### config.mk
export PLATFORM = sky130hd
export DESIGN_NAME = key_event_detector_core_flat
export DESIGN_NICKNAME = d
export VERILOG_FILES = /design/src/design/ked_pkg.sv /design/src/design/ked_if.sv /design/src/design/key_event_detector_core.sv /design/src/design/ked_lane.sv /design/src/design/ked_merge.sv /design/src/design/ked_fifo.sv /design/src/flat_wrapper.sv
export SDC_FILE = /design/constraint.sdc
export NUM_CORES = 1
export LEC_CHECK = 0
export BUFFER_PORTS_ARGS = -buffer_cell sky130_fd_sc_hd__buf_2
export CORE_MARGIN = 2
export CORE_UTILIZATION = 50
export CTS_BUF_LIST = sky130_fd_sc_hd__clkbuf_4
export CTS_CLUSTER_DIAMETER = 100
export CTS_CLUSTER_SIZE = 25
export DETAILED_ROUTE_END_ITERATION = 8
export HOLD_SLACK_MARGIN = 0.08
export PLACE_DENSITY = 0.72
export SYNTH_ARGS = -nofsm -noshare
export SYNTH_HDL_FRONTEND = slang
export SYNTH_SLANG_ARGS = --single-unit
### constraint.sdc
create_clock -name clock -period 6.5 [get_ports clock]
set_input_delay 0.325 -clock clock [delete_from_list [all_inputs] [get_ports clock]]
set_output_delay 0.325 -clock clock [all_outputs]
set_load 0.005 [all_outputs]
### src/design/ked_pkg.sv
`timescale 1ns / 1ps
// -----------------------------------------------------------------------------
// ked_pkg - shared types and constants of the key event detector
// Register widths, reset values, event codes and the per-lane structures used
// by the key lanes, the merging stage and the top level.
// -----------------------------------------------------------------------------
package ked_pkg;

   localparam int FILTER_W = 5;
   localparam int LONG_W   = 16;
   localparam int REPEAT_W = 16;
   localparam int WINDOW_W = 8;
   localparam int DEB_W    = FILTER_W + 1;
   localparam int CODE_W   = 2;

   localparam int APB_ADDR_W = 4;
   localparam int APB_DATA_W = 32;

   localparam logic [FILTER_W-1:0] FILTER_RST = 5'd5;
   localparam logic [LONG_W-1:0]   LONG_RST   = 16'd100;
   localparam logic [REPEAT_W-1:0] REPEAT_RST = 16'd100;
   localparam logic [WINDOW_W-1:0] WINDOW_RST = 8'd30;
   localparam logic [DEB_W-1:0]    DEB_RST    = 6'd2;

   localparam logic KIND_TICK = 1'b0;
   localparam logic KIND_READ = 1'b1;

   typedef enum logic [CODE_W-1:0] {
      EV_DOWN   = 2'd0,
      EV_UP     = 2'd1,
      EV_LONG   = 2'd2,
      EV_DOUBLE = 2'd3
   } ev_code_type;

   typedef enum logic [1:0] {
      REG_FILTER = 2'd0,
      REG_LONG   = 2'd1,
      REG_REPEAT = 2'd2,
      REG_WINDOW = 2'd3
   } reg_idx_type;

   typedef struct packed {
      logic [FILTER_W-1:0] filter_time;
      logic [LONG_W-1:0]   long_time;
      logic [REPEAT_W-1:0] repeat_period;
      logic [WINDOW_W-1:0] double_window;
   } cfg_type;

   typedef struct packed {
      logic        valid;
      ev_code_type code;
   } lane_ev_type;

endpackage

### src/design/ked_if.sv
`timescale 1ns / 1ps
// -----------------------------------------------------------------------------
// ked_if - request and response channels of the key event detector
// Valid/ready channels; a transaction moves when valid and ready are both high.
// -----------------------------------------------------------------------------
interface ked_req_if #(parameter int NUM_KEYS = 3);
   logic                valid;
   logic                ready;
   logic                kind;
   logic [NUM_KEYS-1:0] key_levels;

   modport source (output valid, output kind, output key_levels, input ready);
   modport sink   (input valid, input kind, input key_levels, output ready);
endinterface

interface ked_rsp_if #(parameter int KEY_W = 2);
   logic                        valid;
   logic                        ready;
   logic                        event_valid;
   logic [KEY_W-1:0]            key_index;
   logic [ked_pkg::CODE_W-1:0]  event_code;
   logic                        events_lost;

   modport source (output valid, output event_valid, output key_index,
                   output event_code, output events_lost, input ready);
   modport sink   (input valid, input event_valid, input key_index,
                   input event_code, input events_lost, output ready);
endinterface

### src/design/key_event_detector_core.sv
`timescale 1ns / 1ps
// -----------------------------------------------------------------------------
// key_event_detector_core - multi-key event detector with event queue
// Per-key debounce, long press with auto-repeat and double-click detection in
// parallel lanes, merged in key order into an event queue that is read one
// event per read transaction.
//
//   Channel  Direction  Handshake                 Carries
//   req_ch   in         valid/ready               kind, key_levels
//   rsp_ch   out        valid/ready               event_valid, key_index,
//                                                 event_code, events_lost
//   APB      in         psel/penable, pready = 1  filter_time, long_time,
//                                                 repeat_period, double_window
//
// A scan tick updates every key lane at once; the events it raises are then
// written into the queue one per cycle, lowest key first, and the merging
// stage holds further requests off until the last of them is written. A read
// transaction passes through the queue read stage and the output register
// before its response appears; reads may follow each other back to back while
// responses are taken. A stalled response holds in the output register while
// one further read proceeds into the queue read stage. Reset is synchronous
// and needs no clearing pass: the queue is tracked by its fill count.
// -----------------------------------------------------------------------------
module key_event_detector_core #(
   parameter int NUM_KEYS   = 3,
   parameter int FIFO_DEPTH = 16
) (
   input  logic                           clock,
   input  logic                           reset,
   ked_req_if.sink                        req_ch,
   ked_rsp_if.source                      rsp_ch,
   input  logic                           psel,
   input  logic                           penable,
   input  logic                           pwrite,
   input  logic [ked_pkg::APB_ADDR_W-1:0] paddr,
   input  logic [ked_pkg::APB_DATA_W-1:0] pwdata,
   output logic [ked_pkg::APB_DATA_W-1:0] prdata,
   output logic                           pready
);

   localparam int KEY_W = (NUM_KEYS > 1) ? $clog2(NUM_KEYS) : 1;
   localparam int ENT_W = KEY_W + ked_pkg::CODE_W;

   // ---------------------------------------------------------------------
   // Configuration registers. Only the upper address bits select a register,
   // so every address maps onto one of the four.
   // ---------------------------------------------------------------------
   ked_pkg::cfg_type     cfg_ff, cfg_in;
   ked_pkg::reg_idx_type reg_sel;
   logic                 csr_write;

   assign pready    = 1'b1;
   assign reg_sel   = ked_pkg::reg_idx_type'(paddr[3:2]);
   assign csr_write = psel && penable && pwrite && pready;

   always_comb begin
      cfg_in = cfg_ff;
      if (csr_write) begin
         case (reg_sel)
            ked_pkg::REG_FILTER: cfg_in.filter_time   = pwdata[ked_pkg::FILTER_W-1:0];
            ked_pkg::REG_LONG:   cfg_in.long_time     = pwdata[ked_pkg::LONG_W-1:0];
            ked_pkg::REG_REPEAT: cfg_in.repeat_period = pwdata[ked_pkg::REPEAT_W-1:0];
            ked_pkg::REG_WINDOW: cfg_in.double_window = pwdata[ked_pkg::WINDOW_W-1:0];
            default:             cfg_in = cfg_ff;
         endcase
      end
   end

   always_comb begin
      case (reg_sel)
         ked_pkg::REG_FILTER: prdata = ked_pkg::APB_DATA_W'(cfg_ff.filter_time);
         ked_pkg::REG_LONG:   prdata = ked_pkg::APB_DATA_W'(cfg_ff.long_time);
         ked_pkg::REG_REPEAT: prdata = ked_pkg::APB_DATA_W'(cfg_ff.repeat_period);
         ked_pkg::REG_WINDOW: prdata = ked_pkg::APB_DATA_W'(cfg_ff.double_window);
         default:             prdata = '0;
      endcase
   end

   always_ff @(posedge clock) begin
      if (reset) begin
         cfg_ff <= '{filter_time:   ked_pkg::FILTER_RST,
                     long_time:     ked_pkg::LONG_RST,
                     repeat_period: ked_pkg::REPEAT_RST,
                     double_window: ked_pkg::WINDOW_RST};
      end else begin
         cfg_ff <= cfg_in;
      end
   end

   // ---------------------------------------------------------------------
   // Request acceptance. The block stalls requests while tick events are
   // still being written into the queue, so a later read always sees them,
   // and while the read stage and a stalled output register are both full.
   // ---------------------------------------------------------------------
   logic req_accept, tick, pop;
   logic merge_busy;
   logic s1_valid_ff, s1_valid_in, s1_move;
   logic out_valid_ff, out_valid_in;

   assign s1_move      = s1_valid_ff && (!out_valid_ff || rsp_ch.ready);
   assign req_ch.ready = !merge_busy && !(s1_valid_ff && out_valid_ff && !rsp_ch.ready);
   assign req_accept   = req_ch.valid && req_ch.ready;
   assign tick         = req_accept && (req_ch.kind == ked_pkg::KIND_TICK);
   assign pop          = req_accept && (req_ch.kind == ked_pkg::KIND_READ);

   // ---------------------------------------------------------------------
   // Key lanes, one per key, all updated on the same tick.
   // ---------------------------------------------------------------------
   ked_pkg::lane_ev_type lane_ev [NUM_KEYS];

   for (genvar k = 0; k < NUM_KEYS; k++) begin : g_lane
      ked_lane u_lane (
         .clock (clock),
         .reset (reset),
         .tick  (tick),
         .down  (req_ch.key_levels[k]),
         .cfg   (cfg_ff),
         .ev    (lane_ev[k])
      );
   end

   // ---------------------------------------------------------------------
   // Merging stage and event queue.
   // ---------------------------------------------------------------------
   logic                       push_valid;
   logic [KEY_W-1:0]           push_key;
   logic [ked_pkg::CODE_W-1:0] push_code;
   logic [ENT_W-1:0]           rd_data;
   logic                       rd_empty, rd_lost;

   ked_merge #(
      .NUM_KEYS (NUM_KEYS),
      .KEY_W    (KEY_W)
   ) u_merge (
      .clock      (clock),
      .reset      (reset),
      .tick       (tick),
      .lane_ev    (lane_ev),
      .busy       (merge_busy),
      .push_valid (push_valid),
      .push_key   (push_key),
      .push_code  (push_code)
   );

   ked_fifo #(
      .FIFO_DEPTH (FIFO_DEPTH),
      .ENT_W      (ENT_W)
   ) u_fifo (
      .clock       (clock),
      .reset       (reset),
      .push_valid  (push_valid),
      .push_data   ({push_key, push_code}),
      .pop         (pop),
      .rd_data_ff  (rd_data),
      .rd_empty_ff (rd_empty),
      .rd_lost_ff  (rd_lost)
   );

   // ---------------------------------------------------------------------
   // Read stage and output register. An empty queue reports zero fields.
   // ---------------------------------------------------------------------
   logic                       ev_valid_ff;
   logic [KEY_W-1:0]           key_ff;
   logic [ked_pkg::CODE_W-1:0] code_ff;
   logic                       lost_ff;

   assign s1_valid_in  = pop || (s1_valid_ff && !s1_move);
   assign out_valid_in = s1_move || (out_valid_ff && !rsp_ch.ready);

   always_ff @(posedge clock) begin
      if (reset) begin
         s1_valid_ff  <= 1'b0;
         out_valid_ff <= 1'b0;
      end else begin
         s1_valid_ff  <= s1_valid_in;
         out_valid_ff <= out_valid_in;
      end
   end

   always_ff @(posedge clock) begin
      if (s1_move) begin
         ev_valid_ff <= !rd_empty;
         key_ff      <= rd_empty ? '0 : rd_data[ENT_W-1:ked_pkg::CODE_W];
         code_ff     <= rd_empty ? '0 : rd_data[ked_pkg::CODE_W-1:0];
         lost_ff     <= rd_lost;
      end
   end

   assign rsp_ch.valid       = out_valid_ff;
   assign rsp_ch.event_valid = ev_valid_ff;
   assign rsp_ch.key_index   = key_ff;
   assign rsp_ch.event_code  = code_ff;
   assign rsp_ch.events_lost = lost_ff;

endmodule

### src/design/ked_lane.sv
`timescale 1ns / 1ps
// -----------------------------------------------------------------------------
// ked_lane - one key: debounce, long press with repeat, double click
// Updates its counters on each scan tick and reports at most one event.
// -----------------------------------------------------------------------------
module ked_lane (
   input  logic                 clock,
   input  logic                 reset,
   input  logic                 tick,
   input  logic                 down,
   input  ked_pkg::cfg_type     cfg,
   output ked_pkg::lane_ev_type ev
);

   logic [ked_pkg::DEB_W-1:0]    deb_ff, deb_in;
   logic                         pressed_ff, pressed_in;
   logic                         pending_ff, pending_in;
   logic [ked_pkg::WINDOW_W-1:0] win_ff, win_in;
   logic [ked_pkg::LONG_W-1:0]   hold_ff, hold_in;
   logic [ked_pkg::REPEAT_W-1:0] rep_ff, rep_in;

   logic [ked_pkg::DEB_W-1:0]    ft_lo, ft_hi;
   logic [ked_pkg::LONG_W-1:0]   hold_nx;
   logic [ked_pkg::REPEAT_W-1:0] rep_nx;
   logic                         pend_v;
   logic [ked_pkg::WINDOW_W-1:0] win_v;

   assign ft_lo   = {1'b0, cfg.filter_time};
   assign ft_hi   = {cfg.filter_time, 1'b0};
   assign hold_nx = hold_ff + 1'b1;
   assign rep_nx  = rep_ff + 1'b1;

   always_comb begin
      deb_in     = deb_ff;
      pressed_in = pressed_ff;
      pending_in = pending_ff;
      win_in     = win_ff;
      hold_in    = hold_ff;
      rep_in     = rep_ff;
      pend_v     = pending_ff;
      win_v      = win_ff;
      ev         = '{valid: 1'b0, code: ked_pkg::EV_DOWN};
      if (tick) begin
         if (down) begin
            if (deb_ff < ft_lo) begin
               deb_in = ft_lo;
            end else if (deb_ff < ft_hi) begin
               deb_in = deb_ff + 1'b1;
            end else if (!pressed_ff) begin
               pressed_in = 1'b1;
               if (!pending_ff) begin
                  ev = '{valid: 1'b1, code: ked_pkg::EV_DOWN};
               end
            end else if (cfg.long_time != '0) begin
               if (hold_ff < cfg.long_time) begin
                  hold_in = hold_nx;
                  if (hold_nx == cfg.long_time) begin
                     ev = '{valid: 1'b1, code: ked_pkg::EV_LONG};
                  end
               end else if (cfg.repeat_period != '0) begin
                  if (rep_nx >= cfg.repeat_period) begin
                     rep_in = '0;
                     ev     = '{valid: 1'b1, code: ked_pkg::EV_LONG};
                  end else begin
                     rep_in = rep_nx;
                  end
               end
            end
         end else begin
            if (deb_ff > ft_lo) begin
               deb_in = ft_lo;
            end else if (deb_ff != '0) begin
               deb_in = deb_ff - 1'b1;
            end else begin
               // A release inside the window of an earlier click is a double
               // click; otherwise the up event waits for the window to lapse.
               if (pressed_ff) begin
                  pressed_in = 1'b0;
                  pend_v     = 1'b1;
                  if (win_ff < cfg.double_window) begin
                     win_v  = cfg.double_window;
                     pend_v = 1'b0;
                     ev     = '{valid: 1'b1, code: ked_pkg::EV_DOUBLE};
                  end
               end
               if (pend_v) begin
                  if (win_v != '0) begin
                     win_v = win_v - 1'b1;
                  end else begin
                     ev     = '{valid: 1'b1, code: ked_pkg::EV_UP};
                     pend_v = 1'b0;
                     win_v  = cfg.double_window;
                  end
               end
               pending_in = pend_v;
               win_in     = win_v;
            end
            hold_in = '0;
            rep_in  = '0;
         end
      end
   end

   always_ff @(posedge clock) begin
      if (reset) begin
         deb_ff     <= ked_pkg::DEB_RST;
         pressed_ff <= 1'b0;
         pending_ff <= 1'b0;
         win_ff     <= ked_pkg::WINDOW_RST;
         hold_ff    <= '0;
         rep_ff     <= '0;
      end else begin
         deb_ff     <= deb_in;
         pressed_ff <= pressed_in;
         pending_ff <= pending_in;
         win_ff     <= win_in;
         hold_ff    <= hold_in;
         rep_ff     <= rep_in;
      end
   end

endmodule

### src/design/ked_merge.sv
`timescale 1ns / 1ps
// -----------------------------------------------------------------------------
// ked_merge - collects the lane events of one tick and serialises them
// Holds the events found on a tick and hands them on one a cycle, lowest key
// first.
// -----------------------------------------------------------------------------
module ked_merge #(
   parameter int NUM_KEYS = 3,
   parameter int KEY_W    = 2
) (
   input  logic                       clock,
   input  logic                       reset,
   input  logic                       tick,
   input  ked_pkg::lane_ev_type       lane_ev [NUM_KEYS],
   output logic                       busy,
   output logic                       push_valid,
   output logic [KEY_W-1:0]           push_key,
   output logic [ked_pkg::CODE_W-1:0] push_code
);

   logic [NUM_KEYS-1:0]     pend_ff, pend_in;
   logic [NUM_KEYS-1:0]     grant;
   logic [NUM_KEYS-1:0]     found;
   ked_pkg::ev_code_type    code_ff [NUM_KEYS];

   always_comb begin
      for (int k = 0; k < NUM_KEYS; k++) begin
         found[k] = lane_ev[k].valid;
      end
   end

   assign grant = pend_ff & (~pend_ff + 1'b1);

   always_comb begin
      push_key = '0;
      for (int k = NUM_KEYS - 1; k >= 0; k--) begin
         if (pend_ff[k]) begin
            push_key = KEY_W'(k);
         end
      end
   end

   assign busy       = |pend_ff;
   assign push_valid = busy;
   assign push_code  = code_ff[push_key];
   assign pend_in    = tick ? found : (pend_ff & ~grant);

   always_ff @(posedge clock) begin
      if (reset) begin
         pend_ff <= '0;
      end else begin
         pend_ff <= pend_in;
      end
   end

   always_ff @(posedge clock) begin
      if (tick) begin
         for (int k = 0; k < NUM_KEYS; k++) begin
            code_ff[k] <= lane_ev[k].code;
         end
      end
   end

endmodule

### src/design/ked_fifo.sv
`timescale 1ns / 1ps
// -----------------------------------------------------------------------------
// ked_fifo - event queue with drop-on-full and a sticky loss flag
// One write port for pushes and one registered read port for pops.
// -----------------------------------------------------------------------------
module ked_fifo #(
   parameter int FIFO_DEPTH = 16,
   parameter int ENT_W      = 4
) (
   input  logic             clock,
   input  logic             reset,
   input  logic             push_valid,
   input  logic [ENT_W-1:0] push_data,
   input  logic             pop,
   output logic [ENT_W-1:0] rd_data_ff,
   output logic             rd_empty_ff,
   output logic             rd_lost_ff
);

   localparam int PTR_W = (FIFO_DEPTH > 1) ? $clog2(FIFO_DEPTH) : 1;
   localparam int CNT_W = $clog2(FIFO_DEPTH + 1);
   localparam logic [PTR_W-1:0] PTR_LAST = PTR_W'(FIFO_DEPTH - 1);
   localparam logic [CNT_W-1:0] CNT_FULL = CNT_W'(FIFO_DEPTH);

   logic [ENT_W-1:0] mem [FIFO_DEPTH];
   logic [PTR_W-1:0] wr_ptr_ff, wr_ptr_in;
   logic [PTR_W-1:0] rd_ptr_ff, rd_ptr_in;
   logic [CNT_W-1:0] count_ff, count_in;
   logic             lost_ff, lost_in;
   logic             full, empty, push_ok, pop_ok;

   assign full    = (count_ff == CNT_FULL);
   assign empty   = (count_ff == '0);
   assign push_ok = push_valid && !full;
   assign pop_ok  = pop && !empty;

   always_comb begin
      wr_ptr_in = wr_ptr_ff;
      rd_ptr_in = rd_ptr_ff;
      count_in  = count_ff;
      lost_in   = lost_ff;
      if (push_ok) begin
         wr_ptr_in = (wr_ptr_ff == PTR_LAST) ? '0 : wr_ptr_ff + 1'b1;
      end
      if (pop_ok) begin
         rd_ptr_in = (rd_ptr_ff == PTR_LAST) ? '0 : rd_ptr_ff + 1'b1;
      end
      if (push_ok && !pop_ok) begin
         count_in = count_ff + 1'b1;
      end else if (pop_ok && !push_ok) begin
         count_in = count_ff - 1'b1;
      end
      if (pop) begin
         lost_in = 1'b0;
      end
      if (push_valid && full) begin
         lost_in = 1'b1;
      end
   end

   always_ff @(posedge clock) begin
      if (reset) begin
         wr_ptr_ff <= '0;
         rd_ptr_ff <= '0;
         count_ff  <= '0;
         lost_ff   <= 1'b0;
      end else begin
         wr_ptr_ff <= wr_ptr_in;
         rd_ptr_ff <= rd_ptr_in;
         count_ff  <= count_in;
         lost_ff   <= lost_in;
      end
   end

   always_ff @(posedge clock) begin
      if (push_ok) begin
         mem[wr_ptr_ff] <= push_data;
      end
      if (pop) begin
         rd_data_ff  <= mem[rd_ptr_ff];
         rd_empty_ff <= empty;
         rd_lost_ff  <= lost_ff;
      end
   end

endmodule

### src/flat_wrapper.sv
// flat-port wrapper written by rule: the top's interface ports become plain ports
module key_event_detector_core_flat import ked_pkg::*;
#(
   parameter int NUM_KEYS   = 3,
   parameter int FIFO_DEPTH = 16
)
  (clock, reset, psel, penable, pwrite, paddr, pwdata, prdata, pready, req_ch_valid, req_ch_kind, req_ch_key_levels, req_ch_ready, rsp_ch_valid, rsp_ch_event_valid, rsp_ch_key_index, rsp_ch_event_code, rsp_ch_events_lost, rsp_ch_ready);
  ked_req_if #(.NUM_KEYS(NUM_KEYS)) req_ch_i ();
  ked_rsp_if #(.KEY_W(2)) rsp_ch_i ();
  input  logic clock;
  input  logic reset;
  input  logic psel;
  input  logic penable;
  input  logic pwrite;
  input  logic [ked_pkg::APB_ADDR_W-1:0] paddr;
  input  logic [ked_pkg::APB_DATA_W-1:0] pwdata;
  output logic [ked_pkg::APB_DATA_W-1:0] prdata;
  output logic pready;
  input wire logic [$bits(req_ch_i.valid)-1:0] req_ch_valid;
  input wire logic [$bits(req_ch_i.kind)-1:0] req_ch_kind;
  input wire logic [$bits(req_ch_i.key_levels)-1:0] req_ch_key_levels;
  output wire logic [$bits(req_ch_i.ready)-1:0] req_ch_ready;
  output wire logic [$bits(rsp_ch_i.valid)-1:0] rsp_ch_valid;
  output wire logic [$bits(rsp_ch_i.event_valid)-1:0] rsp_ch_event_valid;
  output wire logic [$bits(rsp_ch_i.key_index)-1:0] rsp_ch_key_index;
  output wire logic [$bits(rsp_ch_i.event_code)-1:0] rsp_ch_event_code;
  output wire logic [$bits(rsp_ch_i.events_lost)-1:0] rsp_ch_events_lost;
  input wire logic [$bits(rsp_ch_i.ready)-1:0] rsp_ch_ready;
  assign req_ch_i.valid = req_ch_valid;
  assign req_ch_i.kind = req_ch_kind;
  assign req_ch_i.key_levels = req_ch_key_levels;
  assign req_ch_ready = req_ch_i.ready;
  assign rsp_ch_valid = rsp_ch_i.valid;
  assign rsp_ch_event_valid = rsp_ch_i.event_valid;
  assign rsp_ch_key_index = rsp_ch_i.key_index;
  assign rsp_ch_event_code = rsp_ch_i.event_code;
  assign rsp_ch_events_lost = rsp_ch_i.events_lost;
  assign rsp_ch_i.ready = rsp_ch_ready;
  key_event_detector_core #(.NUM_KEYS(NUM_KEYS), .FIFO_DEPTH(FIFO_DEPTH)) u_core (.clock(clock), .reset(reset), .req_ch(req_ch_i), .rsp_ch(rsp_ch_i), .psel(psel), .penable(penable), .pwrite(pwrite), .paddr(paddr), .pwdata(pwdata), .prdata(prdata), .pready(pready));
endmodule
Word level (Yosys, flattened, before mapping):

Memories as Yosys holds them, arrays and structs flattened. A register that Yosys moved wholly into a read port is not among the register bits.
Cells that the tools add are included.

* add/subtract/negate cells: 20
* order comparisons: 18
* eq/ne operators: 39
* muxes and demuxes: 186
* bitwise gates (word level): 14
* reductions and logical operators: 64

Operator list (number)
* 16-bit 2-to-1 mux: 42
* 8-bit 2-to-1 mux: 24
* 3-bit 2-to-1 mux: 52
* 32-bit one-hot mux with 4 select lines: 1
* 16-bit by 1-bit adder with 16-bit output (second input constant): 6
* 6-bit 2-to-1 mux: 15
* 16-bit == test: 3
* 16-bit >= comparator: 3
* 16-bit < comparator: 3
* 1-bit 2-to-1 mux: 45
* 16-bit nonzero test: 2
* 2-bit != test (second input constant): 15
* 8-bit < comparator: 3
* 2-bit by 1-bit != test with 1-bit output (second input constant): 12
* 8-bit nonzero test: 3
* 8-bit by 1-bit subtractor with 8-bit output (second input constant): 3
* 7-bit AND reduction: 3
* 6-bit by 1-bit adder with 6-bit output (second input constant): 3
* 6-bit by 5-bit > comparator with 1-bit output: 3
* 6-bit by 5-bit < comparator with 1-bit output: 3
* 6-bit < comparator: 3
* 6-bit AND reduction: 3
* 6-bit nonzero test: 3
* 6-bit by 1-bit subtractor with 6-bit output (second input constant): 3
* other kinds (27): 85

* register bits: 216
* memory bits (writable): 70
* input bits: 47
* output and inout bits: 41
* logic and storage cells: 378
* memories kept: 2

Memory list
* u_core.u_fifo.mem: words 16, width 4, rd ports 1, clocked after memory_dff 1, wr ports 1, line ked_fifo.sv:25 `logic [ENT_W-1:0] mem [FIFO_DEPTH];`
* u_core.u_merge.code_ff: words 3, width 2, rd ports 1, clocked after memory_dff 0, wr ports 3, line ked_merge.sv:24 `ked_pkg::ev_code_type code_ff [NUM_KEYS];`

Depth between registers and ports, before layout:

* depth in word-level cells: 15
* depth in mapped cells: 17
* mapped depth without buffers: 16

Hierarchy:

A second synthesis with hierarchy kept.

* cell total of the unflattened synthesis: 2466
* area total of the unflattened synthesis: 21226.6 um2

Modules (own cells, without submodules)
* ked_lane (u_core.g_lane[1].u_lane): instances 1, cells each 667, area an instance 4991.0 um2, seq. area each 960.9 um2
* ked_lane (u_core.g_lane[2].u_lane): instances 1, cells each 643, area an instance 4875.9 um2, seq. area each 960.9 um2
* ked_lane (u_core.g_lane[0].u_lane): instances 1, cells each 650, area an instance 4848.4 um2, seq. area each 960.9 um2
* ked_fifo: instances 1, cells each 231, area an instance 3567.2 um2, seq. area each 2382.3 um2
* key_event_detector_core: instances 1, cells each 246, area an instance 2575.0 um2, seq. area each 1121.1 um2
* ked_merge: instances 1, cells each 29, area an instance 369.1 um2, seq. area each 240.2 um2

Least setup slack after synthesis:

Ideal clock, no wire load.

* path type: register to register
* start: reg u_core.g_lane[0].u_lane.rep_ff[0] (netlist name)
* end: reg u_core.g_lane[0].u_lane.rep_ff[13] (netlist name)
* setup time: 88 ps
* arrival: 3704 ps
* data required time: 6412 ps
* setup slack: 2708 ps
* stages on the path, launching flop included: 17
* period minus slack after synthesis: 3792 ps
* path through: dfxtp_1 > ha_1 > nand2_1 > nor3_1 > and3_1 > and3_1 > clkbuf_1 > a31oi_1 > or2_2 > ha_1 > and4_1 > a221oi_1 > nand3_1 > nor2_1 > nand4b_1 > clkbuf_1 > o31ai_1

* word-level cells in the longest chain between the ends: 10

Ends and longest elaborated chain
* from (decl): line ked_lane.sv:20 `logic [ked_pkg::REPEAT_W-1:0] rep_ff, rep_in;`
* from (signal assigned): line ked_lane.sv:118 `rep_ff <= rep_in;`
* 16-bit by 1-bit adder with 16-bit output (*): line ked_lane.sv:31 `assign rep_nx = rep_ff + 1'b1;`
* 16-bit >= comparator: line ked_lane.sv:61 `if (rep_nx >= cfg.repeat_period) begin`
* 16-bit 2-to-1 mux (*): line ked_lane.sv:61
* 16-bit 2-to-1 mux (*): line ked_lane.sv:60 `end else if (cfg.repeat_period != '0) begin`
* 16-bit 2-to-1 mux (*): line ked_lane.sv:55 `if (hold_ff < cfg.long_time) begin`
* 16-bit 2-to-1 mux (*): line ked_lane.sv:54 `end else if (cfg.long_time != '0) begin`
* 16-bit 2-to-1 mux (*): line ked_lane.sv:49 `end else if (!pressed_ff) begin`
* 16-bit 2-to-1 mux (*): line ked_lane.sv:47 `end else if (deb_ff < ft_hi) begin`
* 16-bit 2-to-1 mux (*): line ked_lane.sv:45 `if (deb_ff < ft_lo) begin`
* 16-bit 2-to-1 mux (*): line ked_lane.sv:44 `if (down) begin`

Every way passes the cells marked *; elsewhere a longest branch is shown, timed or not. The select of a mux whose other input is x is not followed.
A chain may end at the register's enable or synchronous reset.

Worst setup path after layout:

* start: reg u_core.g_lane[0].u_lane.rep_ff[2] (netlist name)
* end: reg u_core.g_lane[0].u_lane.rep_ff[9] (netlist name)

The elaborated chain is that of the path after synthesis.

==> flow_summary_export.csv <==
group,metric,value,unit
placement,dp.final_hpwl,40200,um
timing,setup_slack,1.22,ns
grt,grt_overflow,0,
cts,ctsRootBufferMaster,"clkbuf_4",
cells_and_area,nNetsFinal,2534,
timing,fin_crit_sh,0.813,
synth,avgSynthCellArea,8.60,um2
grt,antenna_found_initial,3,
placement,gp_congestion,0.951,
critical_path,worstSetupPathType,"flip-flop to flip-flop",
cts,htreeDepth,1,
synth,yosys-top-cells-area,"dfxtp_1, edfxtp_1, ha_1",
synth,async_flop_share,0,
detailed_routing,vias_per_cell,6.44,
detailed_routing,drt-initial-drc-count,1857,
floorplan,fp.dieH,205,um
cts,post_cts_buffers,0,
cts,cts_hold_buf,26,
pwr,pwr_density_cell,160,nW/um2
cts,cts_buffers,17,
placement,place_ws,1.43,ns
cells_and_area,area.growth.synth_to_final,4.91,%
floorplan,start_util,0.506,
timing,fin_crit,5.28,ns
timing,setup_viol,0,
floorplan,dieWidth,205,um
synth,synthesis.instances,2340,
floorplan,io_pins,88,
detailed_routing,dr.pass1.iters,6,
critical_path,crit_path_end_kind,"flip-flop",
timing,rsz0062_at_grt,"no",
cts,clock_latency,0.79,ns
timing,drv_slew,0,
pwr,power.leakage,7.76,nW
cts,tritoncts,"built",
cells_and_area,final_core_util,0.531,
detailed_routing,vias,18400,
placement,portBuffers,52,
synth,yosysUniqueCellTypes,94,
synth,ys.warnings.count,0,
cts,clk_path_buf_depth,3,
synth,synth_top_cell_area_share,0.207,
grt,grt.total_usage,0.265,
cts,clkSinkCount,290,
cts,cts.clk_slew.worst_paths,0.25,ns
hold_path,worst_hold_path_type,"input pin to flip-flop",
floorplan,rows,73,
placement,dpl-instance-area,20600,um2
grt,grt_pass1_vias,16700,
cells_and_area,design_area,21100,um2
timing,tightest_slew,1.27,ns
floorplan,core_area,39700,um2
grt,grt_max_degree,99,
cts,cts_resized,0,
synth,ys_ff_latch,290,
synth,synth_top_area_cell,"dfxtp_1",
critical_path,critPathLaunchType,"flip-flop",
timing,skew,0.0519,ns
floorplan,dieArea,41900,um2
detailed_routing,drt_wl_total,56200,um
timing,finalHoldViolCount,0,
critical_path,arrival,5.96,ns
detailed_routing,ant_nets,0,
synth,yosysSeqAreaShare,0.329,
synth,synth-edff-count,82,
timing,setup_tns,0,ns
cells_and_area,drive_gt1_frac,0.0748,
synth,synth-main-ff-cell,"dfxtp_1",
critical_path,path_max_fanout,14,
critical_path,cp.required,7.17,ns
detailed_routing,wl_per_cell,19.7,um
detailed_routing,drc,0,
job,max_cap_violations,0,
run_status,outcome,"complete, no violations",
synth,syn-cell-area,20100,um2
timing,relSlewSlack,0.153,
pwr,peakVddDrop,0.195,mV
grt,grt_pass1_wl,90200,um
timing,fmax,189,MHz
-- cell usage after synthesis (19+ instances only) --
cell,number
nand2b_1,23
a31oi_1,28
o32ai_1,20
or4_1,19
xnor2_1,62
nor4_1,35
nand2_1,224
nor2_1,147
xor2_1,51
or3_1,25
a21oi_1,152
mux4_2,25
nor3_1,74
clkbuf_1,103
nand3_1,97
and3_1,31
inv_1,114
edfxtp_1,82
nand4_1,62
o21ai_0,112
dfxtp_1,208
a21o_1,22
nor2b_1,27
o211ai_1,36
mux2i_1,33
ha_1,169
a211oi_1,26
-- power breakdown --
| group | switching [mW] | internal (mW) |
|---|---|---|
| Combinational | 0.330 | 0.230 |
| Sequential | 0.0519 | 1.91 |
| Clock | 0.633 | 0.221 |
| Total | 1.01 | 2.36 |
-- routing by layer --
layer  track usage  vias up  share of wire
met1         0.380     8859           0.45
met3        0.0304       84          0.072
met4        0.0704        4          0.024
met2         0.421      718           0.46
li1              -     8703              -
met5             0        -        0.00046
-- registers in the layout (all words and copies together), names as in the netlist, 2 cells and up --
register,count
u_core.u_fifo.mem,64
u_core.g_lane.u_lane.hold_ff,48
u_core.g_lane.u_lane.rep_ff,48
u_core.cfg_ff,45
u_core.g_lane.u_lane.win_ff,24
u_core.g_lane.u_lane.deb_ff,18
u_core.u_merge.code_ff,6
u_core.u_fifo.count_ff,5
u_core.u_fifo.rd_data_ff,4
u_core.u_fifo.rd_ptr_ff,4
u_core.u_fifo.wr_ptr_ff,4
u_core.g_lane.u_lane.pending_ff,3
u_core.g_lane.u_lane.pressed_ff,3
u_core.u_merge.pend_ff,3
u_core.rsp_ch.event_code,2
u_core.rsp_ch.key_index,2
-- stage by stage --
step / power [mW] / cells / hold slack, ns
6_report: 3.38 / 2854 / 0.147
5_1_grt: 3.53 / 2853 / 0.106
4_1_cts: 3.38 / 2852 / 0.0978
3_5_place_dp: 2.54 / 2797 / 0.411
3_3_place_gp: 2.52 / 2797 / 0.403
2_1_floorplan: 2.40 / 2355 / 0.400
-- logic make-up (layout without fill, tap and decap cells) --
kind of cell               count (synthesis)  after routing  share of synthesized area
and+or+nand+nor                          847            847                      0.215
AOI/OAI and AO/OA                        585            585                      0.197
DFF                                      290            290                      0.329
buffers and inverters                    269            241                     0.0548
adders and majority gates                170            170                      0.106
xor gates and xnor gates                 113            113                     0.0492
muxes                                     64             64                     0.0478
other                                      2             19                   0.000373
-- worst max-delay path: stages (launching register included) --
cell and delay (ns):
dfxtp_1 0.50, nand3_1 0.22, nor4_1 0.72, nand4_1 0.40, nor2_1 0.26, xor2_1 0.20, ha_1 0.27, and4_1 0.20
a221oi_1 0.34, nand3_1 0.48, nor2_1 0.43, nand4b_1 0.65, o41ai_1 0.51
-- cell type report --
class	count	area (um2)
Fill cell	3651	18600
Multi-Input combinational cell	1796	12500
Sequential cell	290	6630
Timing Repair Buffer	96	662
Antenna cell	2	5.00
Clock buffer	22	165
Tap cell	525	657
Clock inverter	7	100
Inverter	116	437
-- worst paths after layout --
path	slack [ns]	endpoint	cells past startpoint	from
worst max-delay path	1.22	u_core.g_lane[0].u_lane.rep_ff[9]$_SDFFE_PP0P_	12	u_core.g_lane[0].u_lane.rep_ff[2]$_SDFFE_PP0P_
worst min register to register	0.46	u_core.rsp_ch.events_lost$_DFFE_PP_	0	u_core.u_fifo.rd_lost_ff$_DFFE_PP_
worst max register to register	1.22	u_core.g_lane[0].u_lane.rep_ff[9]$_SDFFE_PP0P_	12	u_core.g_lane[0].u_lane.rep_ff[2]$_SDFFE_PP0P_
worst min-delay path	0.15	u_core.u_merge.pend_ff[0]$_SDFF_PP0_	3	req_ch_valid
-- cells in the final DEF, fill, tap and decap left out, types with 12 or more instances in the layout --
cell type	count
xor2_1	51
o311ai_0	15
mux4_2	25
o31ai_1	17
nor2_1	147
nand3_1	97
nand2_1	224
o21ai_0	112
dlygate4sd3_1	26
or4_1	19
buf_4	18
dfxtp_1	208
clkbuf_4	22
and4_1	14
nor3b_1	12
ha_1	169
a31oi_1	28
o221ai_1	15
a22o_1	13
a32o_1	15
conb_1	17
buf_2	51
inv_1	113
a211oi_1	26
mux2i_1	33
or2_2	17
and3_1	31
edfxtp_1	82
a21oi_1	151
nor4_1	35
o32ai_1	20
nand2b_1	23
nor3_1	74
xnor2_1	62
a21o_1	22
or3_1	25
nor2b_1	27
o211ai_1	36
nand4_1	62
(Power assumes the default switching activity.)
